`config.mk`:
```
export PLATFORM = sky130hd
export DESIGN_NAME = skt_ram
export DESIGN_NICKNAME = d
export VERILOG_FILES = /design/src/sv/sorted_key_table_insert_lookup_defines.svh /design/src/sv/skt_ram.sv
export SDC_FILE = /design/constraint.sdc
export NUM_CORES = 1
export LEC_CHECK = 0
export BUFFER_PORTS_ARGS = -buffer_cell sky130_fd_sc_hd__buf_2
export CAP_MARGIN = 20
export CELL_PAD_IN_SITES_DETAIL_PLACEMENT = 0
export CELL_PAD_IN_SITES_GLOBAL_PLACEMENT = 1
export CORE_MARGIN = 5
export CORE_UTILIZATION = 35
export DETAILED_ROUTE_END_ITERATION = 6
export PLACE_DENSITY = 0.55
export SLEW_MARGIN = 25
export SYNTH_ARGS = -nofsm -noshare
export SYNTH_HDL_FRONTEND = slang
export SYNTH_SLANG_ARGS = --single-unit
export TNS_END_PERCENT = 1
```
`constraint.sdc`:
```
create_clock -name clock -period 2.7 [get_ports clock]
set_input_delay 0.675 -clock clock [delete_from_list [all_inputs] [get_ports clock]]
set_output_delay 0.675 -clock clock [all_outputs]
set_load 0.01 [all_outputs]
```
`src/sv/sorted_key_table_insert_lookup_defines.svh`:
```
// ---------------------------------------------------------------------------
// sorted key table assertion macros
// shared concurrent assertion forms, sampled on clock, disabled in reset
// ---------------------------------------------------------------------------
`ifndef SORTED_KEY_TABLE_INSERT_LOOKUP_DEFINES_SVH
`define SORTED_KEY_TABLE_INSERT_LOOKUP_DEFINES_SVH

// same-cycle implication
`define SKT_ASSERT_SAME(lbl, ante, cons, msg) \
   lbl: assert property (@(posedge clock) disable iff (reset) (ante) |-> (cons)) \
      else $error(msg);

// next-cycle implication
`define SKT_ASSERT_NEXT(lbl, ante, cons, msg) \
   lbl: assert property (@(posedge clock) disable iff (reset) (ante) |=> (cons)) \
      else $error(msg);

`endif

```
`src/sv/skt_ram.sv`:
```
`timescale 1ns / 1ps
// ---------------------------------------------------------------------------
// skt_ram
// simple dual-port synchronous ram, one write and one registered read
// ---------------------------------------------------------------------------
module skt_ram #(
   parameter int WIDTH = 8,
   parameter int DEPTH = 16
) (
   input  logic                     clock,
   input  logic                     wr_en,
   input  logic [$clog2(DEPTH)-1:0] wr_addr,
   input  logic [WIDTH-1:0]         wr_data,
   input  logic                     rd_en,
   input  logic [$clog2(DEPTH)-1:0] rd_addr,
   output logic [WIDTH-1:0]         rd_data
);

   logic [WIDTH-1:0] mem_ff [DEPTH];
   logic [WIDTH-1:0] rd_data_ff;

   always_ff @(posedge clock) begin
      if (wr_en) begin
         mem_ff[wr_addr] <= wr_data;
      end
   end

   always_ff @(posedge clock) begin
      if (rd_en) begin
         rd_data_ff <= mem_ff[rd_addr];
      end
   end

   assign rd_data = rd_data_ff;

endmodule

```
==> run_results.csv, run 1 <==
group,metric,value,unit
run,cap_viol_max_count,0,
placement,pre_cts_ws,0.384,ns
critical_path,endpoint_kind,"flop",
routing,avgRoutedWirePerCell,22.0,µm
synthesis,syn_nets,248,
floorplan,fp-row-count,44,
critical_path,worstPathCellList,"buf_2 > buf_12 > mux4_1 > a22oi_1 > nand2_1",
floorplan,die_width,132,µm
routing,vias,2401,
synthesis,synth_area_leader_cell,"edfxtp_1",
sta,relSlewSlack,0.681,
clock_tree,cts_buffers,17,
clock_tree,clockBufferDepth,2,
synthesis,netlist_area,5230,µm²
sta,worst_pin_slew,0.478,ns
layout,drive_gt1_frac,0.314,
sta,fmax,536,MHz
synthesis,synthTopCellsByCount,"136 x edfxtp_1, 18 x mux4_2, 16 x a22oi_1",
global_route,grt_pass1_vias,2616,
synthesis,ys_ff_latch,136,
routing,drtAntennaViolNets,0,
synthesis,synth_flop_cell,"edfxtp_1",
routing,drtPass1Iterations,4,
layout,multi_input_area,1060,µm²
floorplan,die_h,132,µm
synthesis,synth_most_common_cell,"edfxtp_1",
global_route,grt_pass1_wl,16.3,mm
sta,setup_tns,0,ns
critical_path,path_delay_family,"multiplexers",
synthesis,synth-edff-count,136,
synthesis,yosys.area_share.adder,0,
synthesis,yosysSeqAreaShare,0.781,
layout,nFillCells,1228,
synthesis,async_reset_ff_frac,0,
global_route,grt_max_degree,33,
routing,via_per_inst,5.00,
synthesis,synth_top_area_frac,0.781,
sta,finalMaxSlewViolations,0,
critical_path,critPathKind,"input pin to flop",
synthesis,synthMuxAreaShare,0.148,
floorplan,coreArea,14600,µm²
critical_path,cp_num_buf_inv,2,
clock_tree,clock_latency,0.41,ns
sta,post-route-period-util,0.690,
global_route,gr-usage-all-layers,0.129,
synthesis,synth_top_family_by_area,"multiplexers",
clock_tree,cts_sinks,136,
synthesis,synth_cell_types,18,
sta,min_period,1.86,ns
global_route,antenna_found_initial,0,
synthesis,synth-compound-area-share,0.0230,
floorplan,fp.dieArea,17500,µm²
critical_path,cpPeakStageDelay,0.61,ns
sta,fin_skew,0.00606,ns
sta,finalSetupViolCount,0,
clock_tree,root_buffer,"clkbuf_16",
synthesis,avgSynthCellArea,22.8,µm²
layout,syn2layout_area_growth,21.6,%
layout,fin_util,0.436,
critical_path,cp_slowest_cell,"mux4_1",
synthesis,yosys_warnings,0,
placement,port_buffers,26,
synthesis,synth_area_leaders,"edfxtp_1 78%, mux4_2 7.8%, mux4_1 7.0%",
layout,final_cells,480,
sta,rsz0062_at_grt,"false",
routing,drt-initial-drc-count,143,
placement,gp_congestion,0.697,
synthesis,synthSimpleGateAreaFrac,0.0314,
routing,wirelength,10.6,mm
layout,n_antenna_cell,0,
layout,finalNetCount,303,
placement,dp.cells,449,
critical_path,cp.required,2.84,ns
sta,fin_ws,0.836,ns
critical_path,critPathMaxFanout,32,
layout,ff_latch_area,4080,µm²
synthesis,synth-xor-area-share,0,
floorplan,io_pins,27,
clock_tree,cts_hold_buf,0,
power,vdd_drop_max,0.446,mV
clock_tree,post_cts_buffers,0,
clock_tree,clkTransAtPathRegs,0.06,ns
global_route,grt.overflow.total,0,
critical_path,start_kind,"input pin",
clock_tree,cts_tree,"built",
power,powerDensity,827,nW/µm²
synthesis,postSynthCellCount,229,
routing,drc_errors,0,
placement,dp_hpwl,6.66,mm
power,p_leak,2.15,nW
run_status,status,"complete, no violations",
sta,hold_viol_final,0,
clock_tree,h-tree-depth,4,
clock_tree,cts_resized,0,
critical_path,cp.arrival,2.00,ns
floorplan,start_util,0.358,
hold_path,min_path_type,"input pin to flop",
==> cells by family after synthesis <==
logic type             after synthesis
buffers and inverters               10
muxes                               32
AOI/OAI and AO/OA                   16
DFF                                136
and+or+nand+nor                     35
==> registers in the layout, summed over array words and instances (netlist names) <==
signal	count
rd_data	8
mem_ff	128
==> placed cells by master, fill, tap and decap left out, drive strengths merged <==
master | netlist | final
clkinv | 0 | 5
nand2b | 2 | 2
edfxtp | 136 | 136
nand3 | 1 | 1
bufinv | 0 | 7
and2b | 1 | 1
mux4 | 32 | 32
nor3 | 4 | 4
nor2b | 1 | 1
or3b | 1 | 1
a22oi | 16 | 16
clkbuf | 0 | 18
and2 | 1 | 1
nor2 | 13 | 13
nand2 | 9 | 9
clkinvlp | 0 | 1
nand3b | 2 | 2
buf | 7 | 46
==> layout make-up <==
cell class                      count  area share
Multi-Input combinational cell     83       0.166
Sequential cell                   136       0.642
Tap cell                          184      0.0362
Clock buffer                       18      0.0675
Clock inverter                     13      0.0396
Timing Repair Buffer               46      0.0480
==> power by group <==
| group | leakage (nW) | total [mW] | switching (mW) | internal (mW) |
|---|---|---|---|---|
| Sequential | 1.24 | 2.39 | 0.0116 | 2.38 |
| Clock | 0.325 | 2.64 | 0.825 | 1.82 |
| Combinational | 0.588 | 0.224 | 0.130 | 0.0938 |
==> path summary, 6_finish.rpt <==
kind | endpoint | slack (ns) | start | cells past startpoint
worst min register to register | rd_data[7] | 0.75 | mem_ff[14][7] | 3
worst max register to register | rd_data[5] | 1.22 | mem_ff[9][5] | 3
worst min-delay path | rd_data[0] | 0.64 | rd_en | 1
worst max-delay path | rd_data[5] | 0.84 | rd_addr[0] | 5
==> layer usage <==
| metal | wire length [µm] | track usage |
|---|---|---|
| met5 | 0 | 0 |
| met4 | 184 | 0.0475 |
| met3 | 309 | 0.0363 |
| met2 | 5110 | 0.200 |
| met1 | 4960 | 0.174 |
==> stage by stage <==
stage,hold slack (ns),cell area (µm²),power (mW)
6_report,0.640,6360,5.26
3_3_place_gp,0.739,5680,2.66
4_1_cts,0.636,6360,5.31
2_1_floorplan,0.705,5230,2.56
5_1_grt,0.638,6360,5.43
3_5_place_dp,0.745,5680,2.67
==> worst register-to-register path, stage by stage (launching register included) <==
cell and delay, ns:
edfxtp_1 0.35, mux4_1 0.53, a22oi_1 0.21, nand2_1 0.12
No activity file was read; power rests on OpenSTA's default activity.
==> inputs of run 2 (changes only) <==
==> constraint.sdc (replaced) <==
create_clock -name clock -period 1.9 [get_ports clock]
set_input_delay 0.475 -clock clock [delete_from_list [all_inputs] [get_ports clock]]
set_output_delay 0.475 -clock clock [all_outputs]
set_load 0.01 [all_outputs]
==> run 2 against run 1 <==
  * Via count grew 3.0%
  * Critical path depth stayed put
  * Clock skew is 0.0019 ns lower
  * Sequential power rose by 42%
  * Setup slack worse by 0.58 ns
  * Sequential share of layout area rose by 1.1 points
  * Die area unchanged
  * Combinational power rose by 46%
  * Cell count grew 1.5%
  * Critical path type unchanged
  * Largest power group is now registers
==> run_results.csv, run 2 (synthesis results as in run 1) <==
group,metric,value,unit
run_status,status,"complete, no violations",
power,p_switching,1.28,mW
clock_tree,post_cts_buffers,0,
global_route,gr-usage-all-layers,0.131,
critical_path,rrSetupSlack,0.37,ns
critical_path,critPathMaxFanout,25,
routing,avgRoutedWirePerCell,21.5,µm
critical_path,reg2regPathDepth,3,
layout,n_antenna_cell,0,
sta,relSlewSlack,0.393,
clock_tree,clkTransAtPathRegs,0.05,ns
sta,fin_skew,0.00415,ns
sta,hold_viol_final,0,
layout,syn2layout_area_growth,19.6,%
critical_path,r2r-start,"mem_ff[6][7]",
layout,mostFrequentLayoutCell,"edfxtp_1",
clock_tree,cts_hold_buf,0,
global_route,grt.overflow.total,0,
routing,drc_errors,0,
placement,port_buffers,26,
floorplan,fp-row-count,44,
power,power_frac_seq,0.519,
clock_tree,cts_tree,"built",
critical_path,start_kind,"input pin",
clock_tree,cts_buffers,17,
sta,finalSetupViolCount,0,
power,combPwrFrac,0.050,
critical_path,rr_endpoint,"rd_data[7]",
floorplan,die_width,132,µm
routing,wirelength,10.5,mm
layout,finalNetCount,312,
critical_path,endpoint_kind,"flop",
routing,via_per_inst,5.08,
sta,worst_pin_slew,0.908,ns
power,clkPwrFrac,0.431,
critical_path,critPathKind,"input pin to flop",
floorplan,start_util,0.358,
clock_tree,h-tree-depth,4,
critical_path,cp.required,2.05,ns
power,powerDensity,1050,nW/µm²
sta,fmax,607,MHz
routing,drt-initial-drc-count,166,
floorplan,coreArea,14600,µm²
hold_path,min_from,"wr_data[4]",
clock_tree,clock_latency,0.41,ns
clock_tree,cts_sinks,136,
hold_path,holdPathStages,1,
power,p_int,5.27,mW
sta,post-route-period-util,0.867,
sta,rsz0062_at_grt,"false",
layout,most-common-layout-cells,"136 x edfxtp_1, 27 x buf_4, 26 x buf_2",
layout,largest_register,"mem_ff",
routing,drtAntennaViolNets,0,
sta,min_period,1.65,ns
sta,setup_tns,0,ns
global_route,grt_pass1_vias,2768,
power,p_leak,2.12,nW
routing,vias,2474,
sta,finalHoldWorstSlack,0.442,ns
global_route,grt_pass1_wl,16.6,mm
placement,gp_congestion,0.756,
clock_tree,clockBufferDepth,2,
power,vdd_drop_max,0.656,mV
sta,finalMaxSlewViolations,0,
hold_path,hold_path_end,"mem_ff[5][4]",
hold_path,min_path_type,"input pin to flop",
placement,dp_hpwl,6.95,mm
layout,largest_register_ffs,128,
power,p_sw_frac,0.195,
floorplan,io_pins,27,
critical_path,cp.arrival,1.80,ns
global_route,antenna_found_initial,0,
clock_tree,cts_resized,0,
run,cap_viol_max_count,0,
clock_tree,root_buffer,"clkbuf_16",
global_route,grt_max_degree,26,
routing,drtPass1Iterations,4,
floorplan,die_h,132,µm
layout,drive_gt1_frac,0.317,
floorplan,fp.dieArea,17500,µm²
[run 2: cell types whose count changed in the layout (fill, tap and decap cells not counted), moves of 3 or more]
cell and delta:
buf_4 +9, bufinv_16 -6, clkbuf_1 +4, clkinv_2 +3, clkinv_4 -3
[run 2: critical path, stage by stage]
cell and delay [ns]:
buf_2 0.11, buf_12 0.22, mux4_1 0.59, a22oi_1 0.30, nand2_1 0.09
[run 2: worst max-delay path by stage]
stage,start,end,slack (ns),cells after the start
floorplan,rd_addr[0],rd_data[1],0.14,5
global placement,rd_addr[0],rd_data[1],-0.15,5
detailed placement,rd_addr[0],rd_data[1],-0.17,5
CTS,rd_addr[0],rd_data[1],0.27,5
global route,rd_addr[0],rd_data[5],0.19,6
finish,rd_addr[0],rd_data[1],0.25,5
[run 2: power groups by stage]
| stage | clock [mW] | combinational (mW) | sequential, mW |
|---|---|---|---|
| after floorplan | 0 | 0.171 | 3.46 |
| after global placement | 0 | 0.332 | 3.46 |
| after detailed placement | 0 | 0.336 | 3.46 |
| after CTS | 2.89 | 0.336 | 3.40 |
| after global routing | 3.04 | 0.363 | 3.40 |
| final | 2.82 | 0.327 | 3.40 |
[run 2: metrics by stage]
| stage | utilization | setup slack (ns) | std cells | area (µm²) | power [mW] |
|---|---|---|---|---|---|
| after floorplan | - | 0.143 | 229 | 5230 | 3.63 |
| final | 0.428 | 0.253 | 487 | 6250 | 6.55 |
| after global routing | 0.428 | 0.186 | 487 | 6250 | 6.80 |
| after detailed placement | 0.394 | -0.172 | 458 | 5750 | 3.80 |
| after global placement | 0.394 | -0.151 | 458 | 5750 | 3.79 |
| after CTS | 0.428 | 0.270 | 487 | 6250 | 6.63 |
[run 2: routing by layer]
metal  share of wire  up-vias  track usage  routed length (µm)
met5               0        -            0                   0
met1            0.47     1301        0.174                4880
met3           0.043       16       0.0382                 451
li1                -     1107            -                   -
met2            0.47       50        0.200                4950
met4           0.018        0       0.0577                 191
[run 2: area by class of cell]
class,instances,area (µm²)
clock inverter,7,56.3
tap,184,230
timing repair buffer,55,373
sequential,136,4080
multi-input combinational,83,1060
clock buffer,22,444
fill,1243,8340
==> inputs of run 3 (changes only) <==
--- a/config.mk
+++ b/config.mk
@@ -9,7 +9,7 @@
 export CAP_MARGIN = 20
 export CELL_PAD_IN_SITES_DETAIL_PLACEMENT = 0
 export CELL_PAD_IN_SITES_GLOBAL_PLACEMENT = 1
-export CORE_MARGIN = 5
+export CORE_MARGIN = 2
 export CORE_UTILIZATION = 35
 export DETAILED_ROUTE_END_ITERATION = 6
 export PLACE_DENSITY = 0.55
==> constraint.sdc (replaced) <==
create_clock -name clock -period 2 [get_ports clock]
set_input_delay 0.5 -clock clock [delete_from_list [all_inputs] [get_ports clock]]
set_output_delay 0.5 -clock clock [all_outputs]
set_load 0.01 [all_outputs]
==> run 3 against run 2 <==
  * Combinational power shrank 2%
  * Utilization rose by 0.77 points
  * Count of clock-buffer cells in the layout shrank 4
  * Global-route usage up 0.71 points
  * Clock skew is 0.0062 ns higher
  * Sequential power decreased by 5%
  * Critical path type unchanged
==> run_results.csv, run 3 (synthesis results as in run 1) <==
group,metric,value,unit
power,clkPwrFrac,0.471,
floorplan,die_width,126,µm
clock_tree,clockBufferDepth,2,
clock_tree,h-tree-depth,4,
clock_tree,cts_resized,0,
layout,drive_gt1_frac,0.330,
critical_path,endpoint_kind,"flop",
clock_tree,cts_hold_buf,0,
placement,gp_congestion,0.688,
clock_tree,cts_buffers,17,
global_route,grt_pass1_vias,2564,
placement,dp.cells,456,
global_route,gr-usage-all-layers,0.138,
floorplan,fp-row-count,44,
sta,finalHoldWorstSlack,0.465,ns
layout,ff_latch_area,4080,µm²
layout,nFillCells,1247,
clock_tree,cts_sinks,136,
clock_tree,post_cts_buffers,0,
run,cap_viol_max_count,0,
sta,relSlewSlack,0.515,
run_status,status,"complete, no violations",
layout,final_cells,487,
global_route,antenna_found_initial,0,
layout,finalNetCount,310,
routing,drc_errors,0,
global_route,grt_max_degree,23,
clock_tree,cts_tree,"built",
sta,hold_viol_final,0,
power,combPwrFrac,0.048,
layout,most-common-layout-cells,"136 x edfxtp_1, 26 x buf_2, 23 x buf_4",
routing,via_per_inst,5.00,
layout,largest_register_ffs,128,
global_route,grt_pass1_wl,15.6,mm
critical_path,cp.arrival,1.88,ns
power,p_leak,2.16,nW
power,power_frac_seq,0.481,
layout,multi_input_area,1060,µm²
critical_path,critPathMaxFanout,16,
critical_path,critPathKind,"input pin to flop",
power,p_switching,1.29,mW
placement,port_buffers,26,
routing,drtPass1Iterations,4,
layout,syn2layout_area_growth,21.7,%
sta,worst_pin_slew,0.725,ns
clock_tree,clkTransAtPathRegs,0.06,ns
routing,vias,2433,
routing,avgRoutedWirePerCell,21.2,µm
layout,mostFrequentLayoutCell,"edfxtp_1",
critical_path,rrSetupSlack,0.49,ns
floorplan,start_util,0.358,
power,powerDensity,1050,nW/µm²
sta,finalSetupViolCount,0,
sta,fmax,576,MHz
power,p_sw_frac,0.192,
clock_tree,clock_latency,0.41,ns
routing,drtAntennaViolNets,0,
floorplan,io_pins,27,
routing,wirelength,10.3,mm
power,vdd_drop_max,0.720,mV
sta,rsz0062_at_grt,"false",
floorplan,die_h,126,µm
sta,finalMaxSlewViolations,0,
sta,min_period,1.74,ns
global_route,grt.overflow.total,0,
layout,fin_util,0.436,
floorplan,coreArea,14600,µm²
critical_path,cp.required,2.15,ns
power,p_int,5.42,mW
sta,fin_skew,0.0103,ns
hold_path,min_path_type,"input pin to flop",
floorplan,fp.dieArea,15900,µm²
layout,n_antenna_cell,0,
routing,drt-initial-drc-count,129,
critical_path,start_kind,"input pin",
sta,post-route-period-util,0.868,
placement,dp_hpwl,6.88,mm
layout,largest_register,"mem_ff",
clock_tree,root_buffer,"clkbuf_16",
sta,setup_tns,0,ns
run 3: cell types whose count changed in the layout (fill, tap and decap cells not counted), moves of 2 or more:
cell	change
bufinv_16	+3
buf_4	-4
clkinvlp_4	+2
buf_12	+2
clkinv_4	+2
clkbuf_1	-4
run 3: path summary, 6_finish.rpt:
kind | from | depth (start not counted) | endpoint
setup reg to reg | mem_ff[1][5] | 3 | rd_data[5]
setup / recovery | rd_addr[0] | 6 | rd_data[5]
hold / removal | rd_en | 1 | rd_data[7]
hold reg to reg | mem_ff[12][7] | 3 | rd_data[7]
run 3: cell type report:
cell class                      count  area share
Clock buffer                       18      0.0675
Clock inverter                     13      0.0281
Multi-Input combinational cell     83       0.166
Sequential cell                   136       0.642
Tap cell                          184      0.0362
Timing Repair Buffer               53      0.0602
run 3: power by group through the flow:
stage	sequential, mW	clock, mW	combinational (mW)
after floorplan	3.29	0	0.162
after CTS	3.23	3.24	0.330
after global placement	3.29	0	0.326
after detailed placement	3.29	0	0.330
final	3.23	3.16	0.319
after global routing	3.23	3.35	0.349
run 3: critical path, cell delays in order:
cell     delay (ns)
buf_2          0.14
buf_12         0.19
buf_4          0.13
mux4_1         0.54
a22oi_1        0.28
nand2_1        0.10
run 3: per-layer routing:
layer | global-route usage | share of wire
met2 | 0.217 | 0.49
met5 | 0 | 0
met4 | 0.0446 | 0.0087
met1 | 0.187 | 0.46
met3 | 0.0382 | 0.043
run 3: metrics by stage:
step	power (mW)	setup slack, ns	cell area (µm²)
2_1_floorplan	3.45	0.00713	5230
5_1_grt	6.93	0.223	6360
3_5_place_dp	3.62	-0.194	5750
4_1_cts	6.80	0.241	6360
6_report	6.71	0.263	6360
3_3_place_gp	3.61	-0.127	5750
