## config.mk

```make
export PLATFORM = sky130hd
export DESIGN_NAME = skt_ctrl
export DESIGN_NICKNAME = d
export VERILOG_FILES = /design/src/sv/skt_pkg.sv /design/src/sv/skt_ctrl.sv
export VERILOG_INCLUDE_DIRS = /design/src /design/src/sv
export SDC_FILE = /design/constraint.sdc
export NUM_CORES = 1
export LEC_CHECK = 0
export ABC_AREA = 1
export BUFFER_PORTS_ARGS = -buffer_cell sky130_fd_sc_hd__buf_2
export CAP_MARGIN = 10
export CORE_MARGIN = 8
export CORE_UTILIZATION = 55
export DETAILED_ROUTE_END_ITERATION = 10
export PLACE_DENSITY_LB_ADDON = 0.12
export REMOVE_ABC_BUFFERS = 1
export SLEW_MARGIN = 10
export SYNTH_ARGS = -nofsm -noshare
export SYNTH_HDL_FRONTEND = slang
export SYNTH_SLANG_ARGS = --single-unit
```

## constraint.sdc

```tcl
create_clock -name clock -period 25.5 [get_ports clock]
set_clock_uncertainty 0.15 [all_clocks]
set_input_delay 5.1 -clock clock [delete_from_list [all_inputs] [get_ports clock]]
set_output_delay 5.1 -clock clock [all_outputs]
set_load 0.005 [all_outputs]
```

## src/sv/sorted_key_table_insert_lookup_defines.svh

```systemverilog
// ---------------------------------------------------------------------------
// sorted key table assertion macros
// shared concurrent assertion forms, sampled on clock, disabled in reset
// ---------------------------------------------------------------------------
`ifndef SORTED_KEY_TABLE_INSERT_LOOKUP_DEFINES_SVH
`define SORTED_KEY_TABLE_INSERT_LOOKUP_DEFINES_SVH

// same-cycle implication
`define SKT_ASSERT_SAME(lbl, ante, cons, msg) \
   lbl: assert property (@(posedge clock) disable iff (reset) (ante) |-> (cons)) \
      else $error(msg);

// next-cycle implication
`define SKT_ASSERT_NEXT(lbl, ante, cons, msg) \
   lbl: assert property (@(posedge clock) disable iff (reset) (ante) |=> (cons)) \
      else $error(msg);

`endif

```

## src/sv/skt_pkg.sv

```systemverilog
`timescale 1ns / 1ps
// ---------------------------------------------------------------------------
// skt_pkg
// types, sizes and codes shared by the sorted key table modules
// ---------------------------------------------------------------------------
package skt_pkg;

   localparam int TABLE_DEPTH = 128;
   localparam int IDX_W       = $clog2(TABLE_DEPTH);
   localparam int CNT_W       = $clog2(TABLE_DEPTH + 1);
   localparam int POS_W       = 7;
   localparam int REQ_TDATA_W = 96;
   localparam int RSP_TDATA_W = 88;

   typedef enum logic [2:0] {
      STAT_INSERTED  = 3'd0,
      STAT_DUPLICATE = 3'd1,
      STAT_FULL      = 3'd2,
      STAT_FOUND     = 3'd3,
      STAT_NOT_FOUND = 3'd4
   } status_type;

   typedef enum logic [0:0] {
      CMD_INSERT = 1'b0,
      CMD_LOOKUP = 1'b1
   } command_type;

   // stored record, key in the low bits (same order as the request data)
   typedef struct packed {
      logic [23:0] unit_price_cents;
      logic [11:0] sale_year;
      logic [3:0]  sale_month;
      logic [4:0]  sale_day;
      logic [15:0] pieces_sold;
      logic [15:0] article_id;
      logic [15:0] sale_key;
   } record_type;

   localparam int REC_W = $bits(record_type);

   typedef struct packed {
      logic [23:0]      out_price;
      logic [11:0]      out_year;
      logic [3:0]       out_month;
      logic [4:0]       out_day;
      logic [15:0]      out_pieces;
      logic [15:0]      out_article;
      logic [POS_W-1:0] position;
   } rsp_data_type;

   typedef struct packed {
      status_type   status;
      rsp_data_type data;
   } result_type;

   // control group from sequencer to record memory
   typedef struct packed {
      logic             wr_en;
      logic [IDX_W-1:0] wr_addr;
      record_type       wr_data;
      logic             rd_en;
      logic [IDX_W-1:0] rd_addr;
   } ram_req_type;

endpackage

```

## src/sv/skt_ctrl.sv

```systemverilog
`timescale 1ns / 1ps
`include "sorted_key_table_insert_lookup_defines.svh"
// ---------------------------------------------------------------------------
// skt_ctrl
// command sequencer: append check, binary search, shift-up and fill
// ---------------------------------------------------------------------------
module skt_ctrl
   import skt_pkg::*;
(
   input  logic        clock,
   input  logic        reset,
   input  logic        req_valid,
   output logic        req_ready,
   input  command_type req_cmd,
   input  record_type  req_rec,
   output ram_req_type ram_req,
   input  record_type  ram_rd_data,
   output logic        res_valid,
   input  logic        res_ready,
   output result_type  res
);

   typedef enum logic [7:0] {
      S_IDLE     = 8'b0000_0001,
      S_DISPATCH = 8'b0000_0010,
      S_LAST_CHK = 8'b0000_0100,
      S_SRCH_RD  = 8'b0000_1000,
      S_SRCH_CHK = 8'b0001_0000,
      S_SHIFT    = 8'b0010_0000,
      S_FILL     = 8'b0100_0000,
      S_DONE     = 8'b1000_0000
   } state_type;

   state_type        state_ff, state_in;
   command_type      cmd_ff, cmd_in;
   record_type       rec_ff, rec_in;
   logic [CNT_W-1:0] cnt_ff, cnt_in;
   logic [CNT_W-1:0] lo_ff, lo_in;
   logic [CNT_W-1:0] hi_ff, hi_in;
   logic [IDX_W-1:0] mid_ff, mid_in;
   logic [IDX_W-1:0] slot_ff, slot_in;
   logic [IDX_W-1:0] idx_ff, idx_in;
   logic             issue_done_ff, issue_done_in;
   logic             pend_valid_ff, pend_valid_in;
   logic [IDX_W-1:0] pend_addr_ff, pend_addr_in;
   result_type       res_ff, res_in;

   always_comb begin
      logic [CNT_W-1:0] mid_wide;
      logic [CNT_W-1:0] last_idx;

      state_in      = state_ff;
      cmd_in        = cmd_ff;
      rec_in        = rec_ff;
      cnt_in        = cnt_ff;
      lo_in         = lo_ff;
      hi_in         = hi_ff;
      mid_in        = mid_ff;
      slot_in       = slot_ff;
      idx_in        = idx_ff;
      issue_done_in = issue_done_ff;
      pend_valid_in = 1'b0;
      pend_addr_in  = pend_addr_ff;
      res_in        = res_ff;
      ram_req       = '0;
      req_ready     = 1'b0;
      res_valid     = 1'b0;
      mid_wide      = lo_ff + ((hi_ff - lo_ff) >> 1);
      last_idx      = cnt_ff - CNT_W'(1);

      case (state_ff)
         S_IDLE: begin
            req_ready = 1'b1;
            if (req_valid) begin
               cmd_in   = req_cmd;
               rec_in   = req_rec;
               res_in   = '0;
               state_in = S_DISPATCH;
            end
         end
         S_DISPATCH: begin
            lo_in = '0;
            hi_in = cnt_ff;
            if (cmd_ff == CMD_INSERT) begin
               if (cnt_ff == CNT_W'(TABLE_DEPTH)) begin
                  res_in.status = STAT_FULL;
                  state_in      = S_DONE;
               end else if (cnt_ff == '0) begin
                  slot_in  = '0;
                  state_in = S_FILL;
               end else begin
                  // fetch the last entry for the append check
                  ram_req.rd_en   = 1'b1;
                  ram_req.rd_addr = last_idx[IDX_W-1:0];
                  state_in        = S_LAST_CHK;
               end
            end else if (cnt_ff == '0) begin
               res_in.status = STAT_NOT_FOUND;
               state_in      = S_DONE;
            end else begin
               state_in = S_SRCH_RD;
            end
         end
         S_LAST_CHK: begin
            if (rec_ff.sale_key > ram_rd_data.sale_key) begin
               slot_in  = cnt_ff[IDX_W-1:0];
               state_in = S_FILL;
            end else begin
               state_in = S_SRCH_RD;
            end
         end
         S_SRCH_RD: begin
            if (lo_ff < hi_ff) begin
               mid_in          = mid_wide[IDX_W-1:0];
               ram_req.rd_en   = 1'b1;
               ram_req.rd_addr = mid_wide[IDX_W-1:0];
               state_in        = S_SRCH_CHK;
            end else if (cmd_ff == CMD_LOOKUP) begin
               res_in.status = STAT_NOT_FOUND;
               state_in      = S_DONE;
            end else begin
               // key absent, lo is the insertion point
               slot_in       = lo_ff[IDX_W-1:0];
               idx_in        = last_idx[IDX_W-1:0];
               issue_done_in = 1'b0;
               state_in      = (lo_ff == cnt_ff) ? S_FILL : S_SHIFT;
            end
         end
         S_SRCH_CHK: begin
            if (ram_rd_data.sale_key == rec_ff.sale_key) begin
               if (cmd_ff == CMD_INSERT) begin
                  res_in.status = STAT_DUPLICATE;
               end else begin
                  res_in.status           = STAT_FOUND;
                  res_in.data.position    = POS_W'(mid_ff);
                  res_in.data.out_article = ram_rd_data.article_id;
                  res_in.data.out_pieces  = ram_rd_data.pieces_sold;
                  res_in.data.out_day     = ram_rd_data.sale_day;
                  res_in.data.out_month   = ram_rd_data.sale_month;
                  res_in.data.out_year    = ram_rd_data.sale_year;
                  res_in.data.out_price   = ram_rd_data.unit_price_cents;
               end
               state_in = S_DONE;
            end else begin
               if (ram_rd_data.sale_key < rec_ff.sale_key) begin
                  lo_in = CNT_W'(mid_ff) + CNT_W'(1);
               end else begin
                  hi_in = CNT_W'(mid_ff);
               end
               state_in = S_SRCH_RD;
            end
         end
         S_SHIFT: begin
            // write back the entry read last cycle one slot higher
            if (pend_valid_ff) begin
               ram_req.wr_en   = 1'b1;
               ram_req.wr_addr = pend_addr_ff;
               ram_req.wr_data = ram_rd_data;
            end
            if (issue_done_ff) begin
               state_in = S_FILL;
            end else begin
               ram_req.rd_en   = 1'b1;
               ram_req.rd_addr = idx_ff;
               pend_valid_in   = 1'b1;
               pend_addr_in    = idx_ff + IDX_W'(1);
               if (idx_ff == slot_ff) begin
                  issue_done_in = 1'b1;
               end else begin
                  idx_in = idx_ff - IDX_W'(1);
               end
            end
         end
         S_FILL: begin
            ram_req.wr_en        = 1'b1;
            ram_req.wr_addr      = slot_ff;
            ram_req.wr_data      = rec_ff;
            cnt_in               = cnt_ff + CNT_W'(1);
            res_in.status        = STAT_INSERTED;
            res_in.data.position = POS_W'(slot_ff);
            state_in             = S_DONE;
         end
         S_DONE: begin
            res_valid = 1'b1;
            if (res_ready) begin
               state_in = S_IDLE;
            end
         end
         default: begin
            state_in = S_IDLE;
         end
      endcase
   end

   always_ff @(posedge clock) begin
      if (reset) begin
         state_ff      <= S_IDLE;
         cnt_ff        <= '0;
         pend_valid_ff <= 1'b0;
         issue_done_ff <= 1'b0;
      end else begin
         state_ff      <= state_in;
         cnt_ff        <= cnt_in;
         pend_valid_ff <= pend_valid_in;
         issue_done_ff <= issue_done_in;
      end
   end

   always_ff @(posedge clock) begin
      cmd_ff       <= cmd_in;
      rec_ff       <= rec_in;
      lo_ff        <= lo_in;
      hi_ff        <= hi_in;
      mid_ff       <= mid_in;
      slot_ff      <= slot_in;
      idx_ff       <= idx_in;
      pend_addr_ff <= pend_addr_in;
      res_ff       <= res_in;
   end

   assign res = res_ff;

   `SKT_ASSERT_SAME(a_cnt_bound, 1'b1, cnt_ff <= CNT_W'(TABLE_DEPTH), "entry count above depth")
   `SKT_ASSERT_SAME(a_wr_state, ram_req.wr_en, state_ff == S_SHIFT || state_ff == S_FILL, "stray ram write")
   `SKT_ASSERT_NEXT(a_fill_cnt, state_ff == S_FILL, cnt_ff == CNT_W'($past(cnt_ff) + 1'b1), "count not bumped")
   `SKT_ASSERT_SAME(a_shift_addr, pend_valid_ff, pend_addr_ff > slot_ff, "shift write below gap")

endmodule

```

==> run_results.csv, run 1 <==
group,metric,value,unit
cts,htree_levels,1,
global_route,grt_overflow,0,
timing,slew_viol_final,0,
timing,max_freq,90.40,MHz
yosys,yosysSeqAreaShare,61.69,%
yosys,ys_warn_count,0,
cells_and_area,syn_to_final_growth,25.37,%
yosys,ys_types,41,
global_route,grt_use_met1,29.78,%
yosys,synthSimpleGateAreaFrac,15.18,%
global_route,grt.busiest_layer,"met2",
cts,cts-hold-fix-buffers,0,
yosys,syn-instance-count,1144,
cts,cts_made_buffers,26,
drt,ant_nets,0,
timing,finalHoldViolations,0,
drt,first_iter_violations,675,
critical_path,cp.arrival,5.81,ns
cts,postCtsResizedCells,0,
global_route,grt_pass1_wl,52680,um
global_route,grtUsageMet2,45.76,%
floorplan,start_util,55.40,%
critical_path,crit_path_end_kind,"output port",
timing,worst_slew_pin_slew,1.334,ns
yosys,avgSynthCellArea,10.08,um^2
critical_path,critPathMaxFanout,2,
cts,root_buffer,"clkbuf_16",
yosys,netlist_area,0.01154,mm^2
timing,setup_ws,14.44,ns
global_route,use_met3,6.834,%
yosys,yosys_most_used_dff,"edfxtp_1",
floorplan,ios,389,
drt,post_drt_wl_per_cell,19.26,um
cts,cts_tree,"yes",
placement,place_hpwl,26150,um
timing,min_period,11.06,ns
yosys,ys_seq_elements,243,
cells_and_area,nFillCells,1640,
placement,io_buffers,388,
global_route,grt_usage,25.99,%
timing,min_period_over_period,43.38,%
timing,tns,0,ns
critical_path,crit_type,"in -> out",
timing,rsz0062_at_grt,"no",
global_route,grt_start_max_net_pins,80,
cts,clkLatencyLatePin,0.52,ns
cts,post-cts-setup-buffer-count,0,
drt,drc_errors,0,
yosys,synth_compound_area_share,8.427,%
timing,slew_headroom,10.40,%
global_route,antenna_found_initial,6,
critical_path,cp.required,20.25,ns
yosys,synth-xor-area-share,2.809,%
yosys,synth_async_sr_flop_share,0,%
yosys,synthMuxAreaShare,0.08677,%
outcome,status,"finished clean",
global_route,grt_pass1_vias,9419,
cells_and_area,nNetsFinal,1753,
drt,post_drt_via_cell_ratio,5.175,
power_and_ir_drop,p_per_area,63.52,mW/mm^2
yosys,synth_fa_ha_area_share,4.143,%
placement,place_congestion,0.9074,
drt,routed_wl,35110,um
yosys,synth_top_family_by_area,"simple AND/OR/NAND/NOR gates",
cts,clkTransAtPathRegs,0.06,ns
flow_run,maxCapViolations,0,
floorplan,core-area,0.02082,mm^2
cells_and_area,drive_gt1_share,29.21,%
placement,dp_slack,14.47,ns
power_and_ir_drop,ir_worst_vdd,0.05326,mV
hold_path,hp-class,"reg -> reg",
power_and_ir_drop,power_leakage,6.898,nW
floorplan,die_y,160.8,um
drt,vias,9434,
floorplan,fp.dieW,160.8,um
timing,finalSetupViolCount,0,
cts,cts_buffer_depth,3,
cts,cts.sinks,243,
yosys,synth_edf_count,225,
critical_path,start_kind,"input port",
floorplan,die-area,0.02586,mm^2
floorplan,rows,53,
drt,first_pass_iters,5,
[worst paths after layout]
path,from,slack [ns],endpoint,depth (start not counted)
setup / recovery,ram_rd_data[25],14.44,ram_req[33],4
hold / removal,cnt_ff[7],0.38,cnt_ff[7],2
setup reg to reg,state_ff[1],21.88,res[5],9
hold reg to reg,cnt_ff[7],0.38,cnt_ff[7],2
[synthesized netlist by cell type, types with 3 or more instances]
library cell | count | area [um^2]
a21o_1 | 3 | 22.52
a21oi_1 | 30 | 150.1
a31oi_1 | 3 | 18.77
buf_2 | 20 | 100.1
clkbuf_1 | 18 | 67.56
dfxtp_1 | 18 | 360.4
edfxtp_1 | 225 | 6756
ha_1 | 35 | 437.9
inv_1 | 174 | 653.1
inv_2 | 6 | 22.52
nand2_1 | 195 | 732.0
nand3_1 | 54 | 270.3
nand4_1 | 6 | 37.54
nor2_1 | 124 | 465.5
nor3_1 | 18 | 90.09
nor3b_1 | 5 | 37.54
o211ai_1 | 5 | 37.54
o21ai_0 | 123 | 615.6
o21ai_1 | 12 | 60.06
o22ai_1 | 7 | 43.79
xnor2_1 | 8 | 70.07
xor2_1 | 29 | 254.0
[power breakdown]
group,leakage [nW],internal (mW),switching [mW]
logic,4.19,0.0332,0.0577
registers,2.32,0.476,0.00819
clock network,0.384,0.192,0.152
total,6.90,0.701,0.218
[cell type report]
| class | instances | area (um^2) | share of cell area (%) |
|---|---|---|---|
| sequential | 243 | 7117 | 49.21 |
| timing repair buffer | 394 | 1987 | 13.74 |
| multi-input combinational | 677 | 3553 | 24.57 |
| tap | 275 | 344.1 | 2.379 |
| antenna | 4 | 10.01 | 0.06921 |
| clock buffer | 31 | 690.7 | 4.776 |
| clock inverter | 16 | 71.32 | 0.4931 |
| inverter | 183 | 689.4 | 4.767 |
[flip-flops by register name, summed over array words and instances, names as in the netlist]
signal and flops:
slot_ff 7, cnt_ff 8, cmd_ff 1, res 87, pend_valid_ff 1, pend_addr_ff 7, hi_ff 8, rec_ff 93
issue_done_ff 1, idx_ff 7, lo_ff 8, state_ff 8, mid_ff 7
[cells in the final DEF (no fill, tap or decap), drive strengths merged]
master	instances
a21boi	1
a21o	3
a21oi	30
a31oi	3
and2	1
buf	394
clkbuf	31
clkinv	18
dfxtp	18
diode	4
edfxtp	225
fa	2
ha	35
inv	181
mux2i	1
nand2	198
nand3	54
nand3b	2
nand4	7
nor2	127
nor3	20
nor3b	5
nor4	1
o211ai	5
o21ai	136
o21bai	1
o22ai	7
or2	1
xnor2	8
xor2	29
[critical path, stage by stage]
cell and delay, ns:
buf_2 0.08, inv_1 0.04, o21ai_0 0.39, buf_2 0.20
[layer usage]
layer | up-vias | share of wire (%)
li1 | 4581 | -
met1 | 4413 | 37
met2 | 356 | 51
met3 | 76 | 7.9
met4 | 8 | 3.9
met5 | - | 0.097
[logic make-up after synthesis]
logic type      Yosys count
simple gates            416
flops                   243
buf+inv                 224
compound gates          186
xor+xnor                 37
fa+ha+maj                37
mux                       1
[per-stage QoR]
step | hold WS, ns | cells | power (mW) | util, % | instance area [um^2]
6_report | 0.3827 | 1823 | 0.9186 | 69.46 | 14460
5_1_grt | 0.4041 | 1821 | 0.9487 | 69.43 | 14460
4_1_cts | 0.3735 | 1819 | 0.9238 | 69.41 | 14450
2_1_floorplan | 0.3161 | 1103 | 0.5359 | - | 11340
3_3_place_gp | 0.3484 | 1772 | 0.5814 | 65.75 | 13690
3_5_place_dp | 0.3635 | 1772 | 0.5841 | 65.75 | 13690
Note: power is estimated with default switching activity, not from simulation.
==> run 2, diff against run 1 <==
--- a/config.mk
+++ b/config.mk
@@ -10,7 +10,7 @@
 export BUFFER_PORTS_ARGS = -buffer_cell sky130_fd_sc_hd__buf_2
 export CAP_MARGIN = 10
 export CORE_MARGIN = 8
-export CORE_UTILIZATION = 55
+export CORE_UTILIZATION = 46
 export DETAILED_ROUTE_END_ITERATION = 10
 export PLACE_DENSITY_LB_ADDON = 0.12
 export REMOVE_ABC_BUFFERS = 1
==> constraint.sdc (replaced) <==
create_clock -name clock -period 9.5 [get_ports clock]
set_clock_uncertainty 0.15 [all_clocks]
set_input_delay 1.9 -clock clock [delete_from_list [all_inputs] [get_ports clock]]
set_output_delay 1.9 -clock clock [all_outputs]
set_load 0.005 [all_outputs]
==> run 2 against run 1 <==
Against the previous run: worst hold slack worse by 0.0032 ns; die area up 18%; via count up 0.31%; non-clock buffer count stayed put; setup slack lost 10 ns; cell area grew 1.4%; cell count is 3.0% higher; sequential share of layout area down 0.68 points.
==> run_results.csv, run 2 (same netlist as run 1, synthesis figures left out) <==
group,metric,value,unit
outcome,status,"finished clean",
floorplan,rows,58,
cells_and_area,utilization,58.92,%
critical_path,cpLargestDelayFamily,"adder cells",
critical_path,slowest_delay,0.45,ns
cts,htree_levels,1,
power_and_ir_drop,pwr-share-comb,9.6,%
critical_path,r2r-end,"res[28]",
cells_and_area,final_common_cell,"buf_2",
cells_and_area,largest_reg_flops,93,
power_and_ir_drop,p_per_area,177.3,mW/mm^2
floorplan,die_y,174.4,um
drt,drc_errors,0,
cts,cts_tree,"yes",
floorplan,start_util,46.35,%
cells_and_area,seq_area,0.007117,mm^2
critical_path,start_kind,"register",
cts,cts-hold-fix-buffers,0,
critical_path,crit_path_cell_trace,"ha_1 > fa_1 > nand3b_1 > nand2_1 > xor2_1 > ha_1 > nand2_1 > o21ai_0 > nand2_1 > nand2_1 > nand2_1 > nand2_1 > nand3_1 > nand3_1 > nand2_1 > buf_2",
critical_path,crit_start,"lo_ff[0]",
drt,first_iter_violations,735,
timing,setup_ws,4.010,ns
hold_path,hp-class,"reg -> reg",
global_route,grt_usage,23.26,%
timing,finalHoldViolations,0,
critical_path,reg2reg_depth,10,
timing,slew_viol_final,0,
floorplan,fp.dieW,174.4,um
critical_path,crit_path_end_kind,"output port",
hold_path,min_from,"cnt_ff[7]",
drt,post_drt_via_cell_ratio,5.039,
critical_path,slowest_stage,"edfxtp_1",
cts,cts_made_buffers,27,
placement,place_congestion,0.8625,
global_route,grt_pass1_vias,9608,
power_and_ir_drop,netSwitchingFraction,23.19,%
drt,vias,9463,
critical_path,cp.required,7.45,ns
cells_and_area,syn_to_final_growth,27.14,%
cells_and_area,multi_input_area,0.003553,mm^2
global_route,antenna_found_initial,7,
drt,first_pass_iters,7,
placement,place_hpwl,27640,um
cts,postCtsResizedCells,0,
hold_path,hold_depth,2,
cts,cts.sinks,243,
global_route,grt_pass1_wl,55290,um
cts,cts_buffer_depth,3,
power_and_ir_drop,p_sw,603.2,uW
floorplan,ios,389,
power_and_ir_drop,power_leakage,6.953,nW
critical_path,cp.buffers_inverters,1,
cts,post-cts-setup-buffer-count,0,
critical_path,cp.arrival,3.44,ns
hold_path,whs_endpoint,"cnt_ff[7]",
critical_path,crit_type,"reg -> out",
drt,ant_nets,0,
critical_path,crit_top_cell,"nand2_1",
flow_run,maxCapViolations,0,
power_and_ir_drop,pwr-share-clk,40.3,%
power_and_ir_drop,p_int,1.998,mW
timing,rsz0062_at_grt,"no",
timing,worst_slew_pin_slew,1.135,ns
floorplan,core-area,0.02489,mm^2
placement,io_buffers,388,
cells_and_area,drive_gt1_share,29.54,%
cts,clkLatencyLatePin,0.54,ns
cells_and_area,layout_common_cells,"388 x buf_2, 225 x edfxtp_1, 195 x nand2_1, 173 x inv_1",
global_route,grt_overflow,0,
critical_path,r2r_start,"state_ff[1]",
timing,tns,0,ns
critical_path,rrSetupSlack,5.85,ns
placement,dp_slack,4.586,ns
cells_and_area,nNetsFinal,1754,
global_route,grt_start_max_net_pins,92,
drt,routed_wl,36940,um
timing,min_period,5.490,ns
timing,slew_headroom,23.75,%
cells_and_area,largest_register,"rec_ff",
timing,max_freq,182.1,MHz
cells_and_area,nFillCells,2161,
cts,root_buffer,"clkbuf_16",
critical_path,critPathMaxFanout,4,
drt,post_drt_wl_per_cell,19.67,um
power_and_ir_drop,ir_worst_vdd,0.1421,mV
timing,finalSetupViolCount,0,
power_and_ir_drop,seq_power_share,50.0,%
cts,clkTransAtPathRegs,0.06,ns
floorplan,die-area,0.03040,mm^2
timing,min_period_over_period,57.79,%
run 2: cell count changes in the layout (fill, tap and decap cells not counted):
cell / previous run / this run
clkbuf_8: 0 / 8
clkinv_1: 9 / 2
clkinv_2: 9 / 2
clkbuf_1: 4 / 8
diode_2: 4 / 1
clkinvlp_4: 0 / 2
bufinv_16: 0 / 1
clkbuf_16: 27 / 28
inv_6: 0 / 1
run 2: worst register-to-register path: cells and delay by family, from the launching register on:
kind / cells / cell delay [ns]
buffers and inverters: 4 / 1.74
flip-flops: 1 / 0.34
AND/OR/NAND/NOR: 6 / 0.92
run 2: area by class of cell:
| class | instances | area share (%) |
|---|---|---|
| Timing Repair Buffer | 394 | 13.55 |
| Sequential cell | 243 | 48.52 |
| Tap cell | 330 | 2.815 |
| Antenna cell | 1 | 0.01706 |
| Inverter | 183 | 4.701 |
| Clock inverter | 6 | 0.4351 |
| Multi-Input combinational cell | 677 | 24.23 |
| Clock buffer | 44 | 5.733 |
run 2: power groups by stage:
stage | clock [mW] | combinational, mW | sequential (mW)
floorplan | 0 | 0.0972 | 1.34
global placement | 0 | 0.252 | 1.32
detailed placement | 0 | 0.255 | 1.32
CTS | 1.06 | 0.256 | 1.30
global route | 1.10 | 0.275 | 1.31
finish | 1.05 | 0.251 | 1.30
run 2: how the worst max path moves through the flow:
stage                       endpoint  slack [ns]  depth (start not counted)
after floorplan              res[10]        0.28                          9
after global placement    ram_req[6]        4.59                         16
after detailed placement  ram_req[6]        4.59                         16
after CTS                 ram_req[6]        3.99                         16
after global routing      ram_req[6]        3.74                         17
final                     ram_req[6]        4.01                         16
run 2: per-layer routing:
metal / up-vias / routed length [um] / track usage (%) / share of wire (%)
li1: 4570 / - / - / -
met1: 4381 / 13750 / 26.03 / 37
met2: 407 / 18580 / 40.92 / 50
met3: 93 / 2932 / 6.726 / 7.9
met4: 12 / 1605 / 9.441 / 4.3
met5: - / 74 / 0 / 0.20
run 2: stage by stage:
stage	cells	power [mW]	area (um^2)	hold slack, ns
final	1878	2.601	14670	0.3795
after global routing	1878	2.686	14670	0.4129
after CTS	1877	2.621	14660	0.3780
after detailed placement	1827	1.578	13760	0.3758
after global placement	1827	1.573	13760	0.3581
after floorplan	1103	1.438	11340	0.3161
==> run 3, diff against run 2 <==
--- a/config.mk
+++ b/config.mk
@@ -10,7 +10,7 @@
 export BUFFER_PORTS_ARGS = -buffer_cell sky130_fd_sc_hd__buf_2
 export CAP_MARGIN = 10
 export CORE_MARGIN = 8
-export CORE_UTILIZATION = 46
+export CORE_UTILIZATION = 51
 export DETAILED_ROUTE_END_ITERATION = 10
 export PLACE_DENSITY_LB_ADDON = 0.12
 export REMOVE_ABC_BUFFERS = 1
==> constraint.sdc (replaced) <==
create_clock -name clock -period 5.17 [get_ports clock]
set_clock_uncertainty 0.15 [all_clocks]
set_input_delay 1.034 -clock clock [delete_from_list [all_inputs] [get_ports clock]]
set_output_delay 1.034 -clock clock [all_outputs]
set_load 0.005 [all_outputs]
==> run 3 against run 2 <==
Against the previous run: flip-flop and latch count unchanged; largest power group unchanged; global-route usage increased by 1.5 points; non-clock buffer count increased by 6; cell area about the same; clock power increased by 84%; worst hold slack got worse by 0.0098 ns.
==> run_results.csv, run 3 (same netlist as run 1, synthesis figures left out) <==
group,metric,value,unit
outcome,status,"finished clean",
drt,ant_nets,0,
drt,routed_wl,35510,um
cells_and_area,drive_gt1_share,29.55,%
critical_path,start_kind,"register",
timing,finalHoldViolations,0,
cells_and_area,largest_register,"rec_ff",
cts,cts_tree,"yes",
cts,clkLatencyLatePin,0.52,ns
hold_path,min_from,"cnt_ff[7]",
critical_path,r2r_start,"lo_ff[0]",
timing,slew_viol_final,0,
cells_and_area,nFillCells,1862,
cts,post-cts-setup-buffer-count,0,
cells_and_area,finalNonFillerCells,1839,
cts,clkTransAtPathRegs,0.06,ns
cells_and_area,layout_common_cells,"388 x buf_2, 225 x edfxtp_1, 195 x nand2_1, 173 x inv_1",
cts,htree_levels,1,
floorplan,core-area,0.02243,mm^2
cells_and_area,finalInstanceArea,0.01466,mm^2
floorplan,die-area,0.02769,mm^2
drt,post_drt_via_cell_ratio,5.147,
timing,slew_headroom,36.34,%
timing,max_freq,220.8,MHz
hold_path,hp-class,"reg -> reg",
flow_run,maxCapViolations,0,
critical_path,crit_start,"lo_ff[0]",
global_route,grt_overflow,0,
cells_and_area,syn_to_final_growth,27.08,%
timing,worst_slew_pin_slew,0.9549,ns
power_and_ir_drop,p_per_area,326.4,mW/mm^2
timing,rsz0062_at_grt,"no",
timing,tns,0,ns
cts,cts-hold-fix-buffers,0,
cts,postCtsResizedCells,0,
power_and_ir_drop,power_leakage,6.984,nW
critical_path,crit_path_end_kind,"output port",
global_route,grt_start_max_net_pins,78,
cells_and_area,utilization,65.35,%
floorplan,ios,389,
cts,cts_made_buffers,26,
cts,root_buffer,"clkbuf_16",
critical_path,critPathMaxFanout,4,
power_and_ir_drop,ir_worst_vdd,0.2737,mV
cts,cts_buffer_depth,3,
timing,min_period_over_period,87.61,%
placement,place_congestion,0.9021,
critical_path,crit_type,"reg -> out",
drt,vias,9465,
cells_and_area,final_common_cell,"buf_2",
cells_and_area,nNetsFinal,1759,
drt,drc_errors,0,
cells_and_area,largest_reg_flops,93,
drt,first_pass_iters,5,
power_and_ir_drop,finalPower,4.786,mW
global_route,grt_pass1_vias,9741,
timing,finalSetupViolCount,0,
floorplan,rows,55,
floorplan,fp.dieW,166.4,um
placement,place_inst,1788,
placement,io_buffers,388,
placement,place_hpwl,27040,um
drt,post_drt_wl_per_cell,19.31,um
critical_path,cp.arrival,3.35,ns
floorplan,start_util,51.42,%
drt,first_iter_violations,622,
floorplan,die_y,166.4,um
cts,cts.sinks,243,
global_route,grt_pass1_wl,54070,um
critical_path,cp.required,3.99,ns
global_route,antenna_found_initial,8,
timing,min_period,4.529,ns
global_route,grt_usage,24.79,%
placement,place_area,0.01376,mm^2
run 3: changes by cell type in the layout (fill, tap and decap cells not counted), moves of 2 or more:
cell,change
buf_4,+5
clkbuf_8,-5
bufinv_16,+3
clkinv_1,+3
diode_2,+3
clkinvlp_4,-2
run 3: area by class of cell:
type	instances	area, um^2	share of cell area [%]
Sequential cell	243	7117	48.54
Clock inverter	10	146.4	0.9985
Clock buffer	37	743.2	5.070
Multi-Input combinational cell	677	3553	24.24
Antenna cell	4	10.01	0.06828
Inverter	183	689.4	4.703
Tap cell	285	356.6	2.432
Timing Repair Buffer	400	2044	13.95
run 3: per-stage QoR:
step / worst slack, ns / hold slack (ns)
3_5_place_dp: 1.193 / 0.3582
2_1_floorplan: -3.185 / 0.3161
6_report: 0.6406 / 0.3697
4_1_cts: 0.6224 / 0.3676
3_3_place_gp: 1.224 / 0.3507
5_1_grt: 0.3727 / 0.3944
run 3: worst max-delay path: stages, from the launching register on:
cell	delay (ns)
edfxtp_1	0.45
ha_1	0.26
fa_1	0.42
nand3b_1	0.17
nand2_1	0.13
xor2_1	0.08
ha_1	0.35
nand2_1	0.07
o21ai_0	0.26
nand2_1	0.08
nand2_1	0.07
nand2_1	0.04
nand2_1	0.07
nand3_1	0.09
nand3_1	0.09
nand2_1	0.05
buf_2	0.14
run 3: final timing paths:
check	endpoint	slack, ns	cells past startpoint
worst min-delay path	cnt_ff[7]	0.37	2
worst max-delay path	ram_req[6]	0.64	16
worst min register to register	cnt_ff[7]	0.37	2
worst max register to register	mid_ff[6]	2.06	14
run 3: metal layers:
metal  track usage, %  wire [um]  vias to the layer above
met2            44.07      18160                      382
met1            27.71      13330                     4402
li1                 -          -                     4595
met5                0         45                        -
met4            10.65       1303                        8
met3            6.442       2678                       78
run 3: power breakdown:
group	total, mW	internal, mW	switching (mW)	leakage, nW
clock	1.93	1.19	0.740	0.436
sequential	2.38	2.34	0.0401	2.32
combinational	0.468	0.172	0.296	4.23
total	4.79	3.71	1.08	6.98
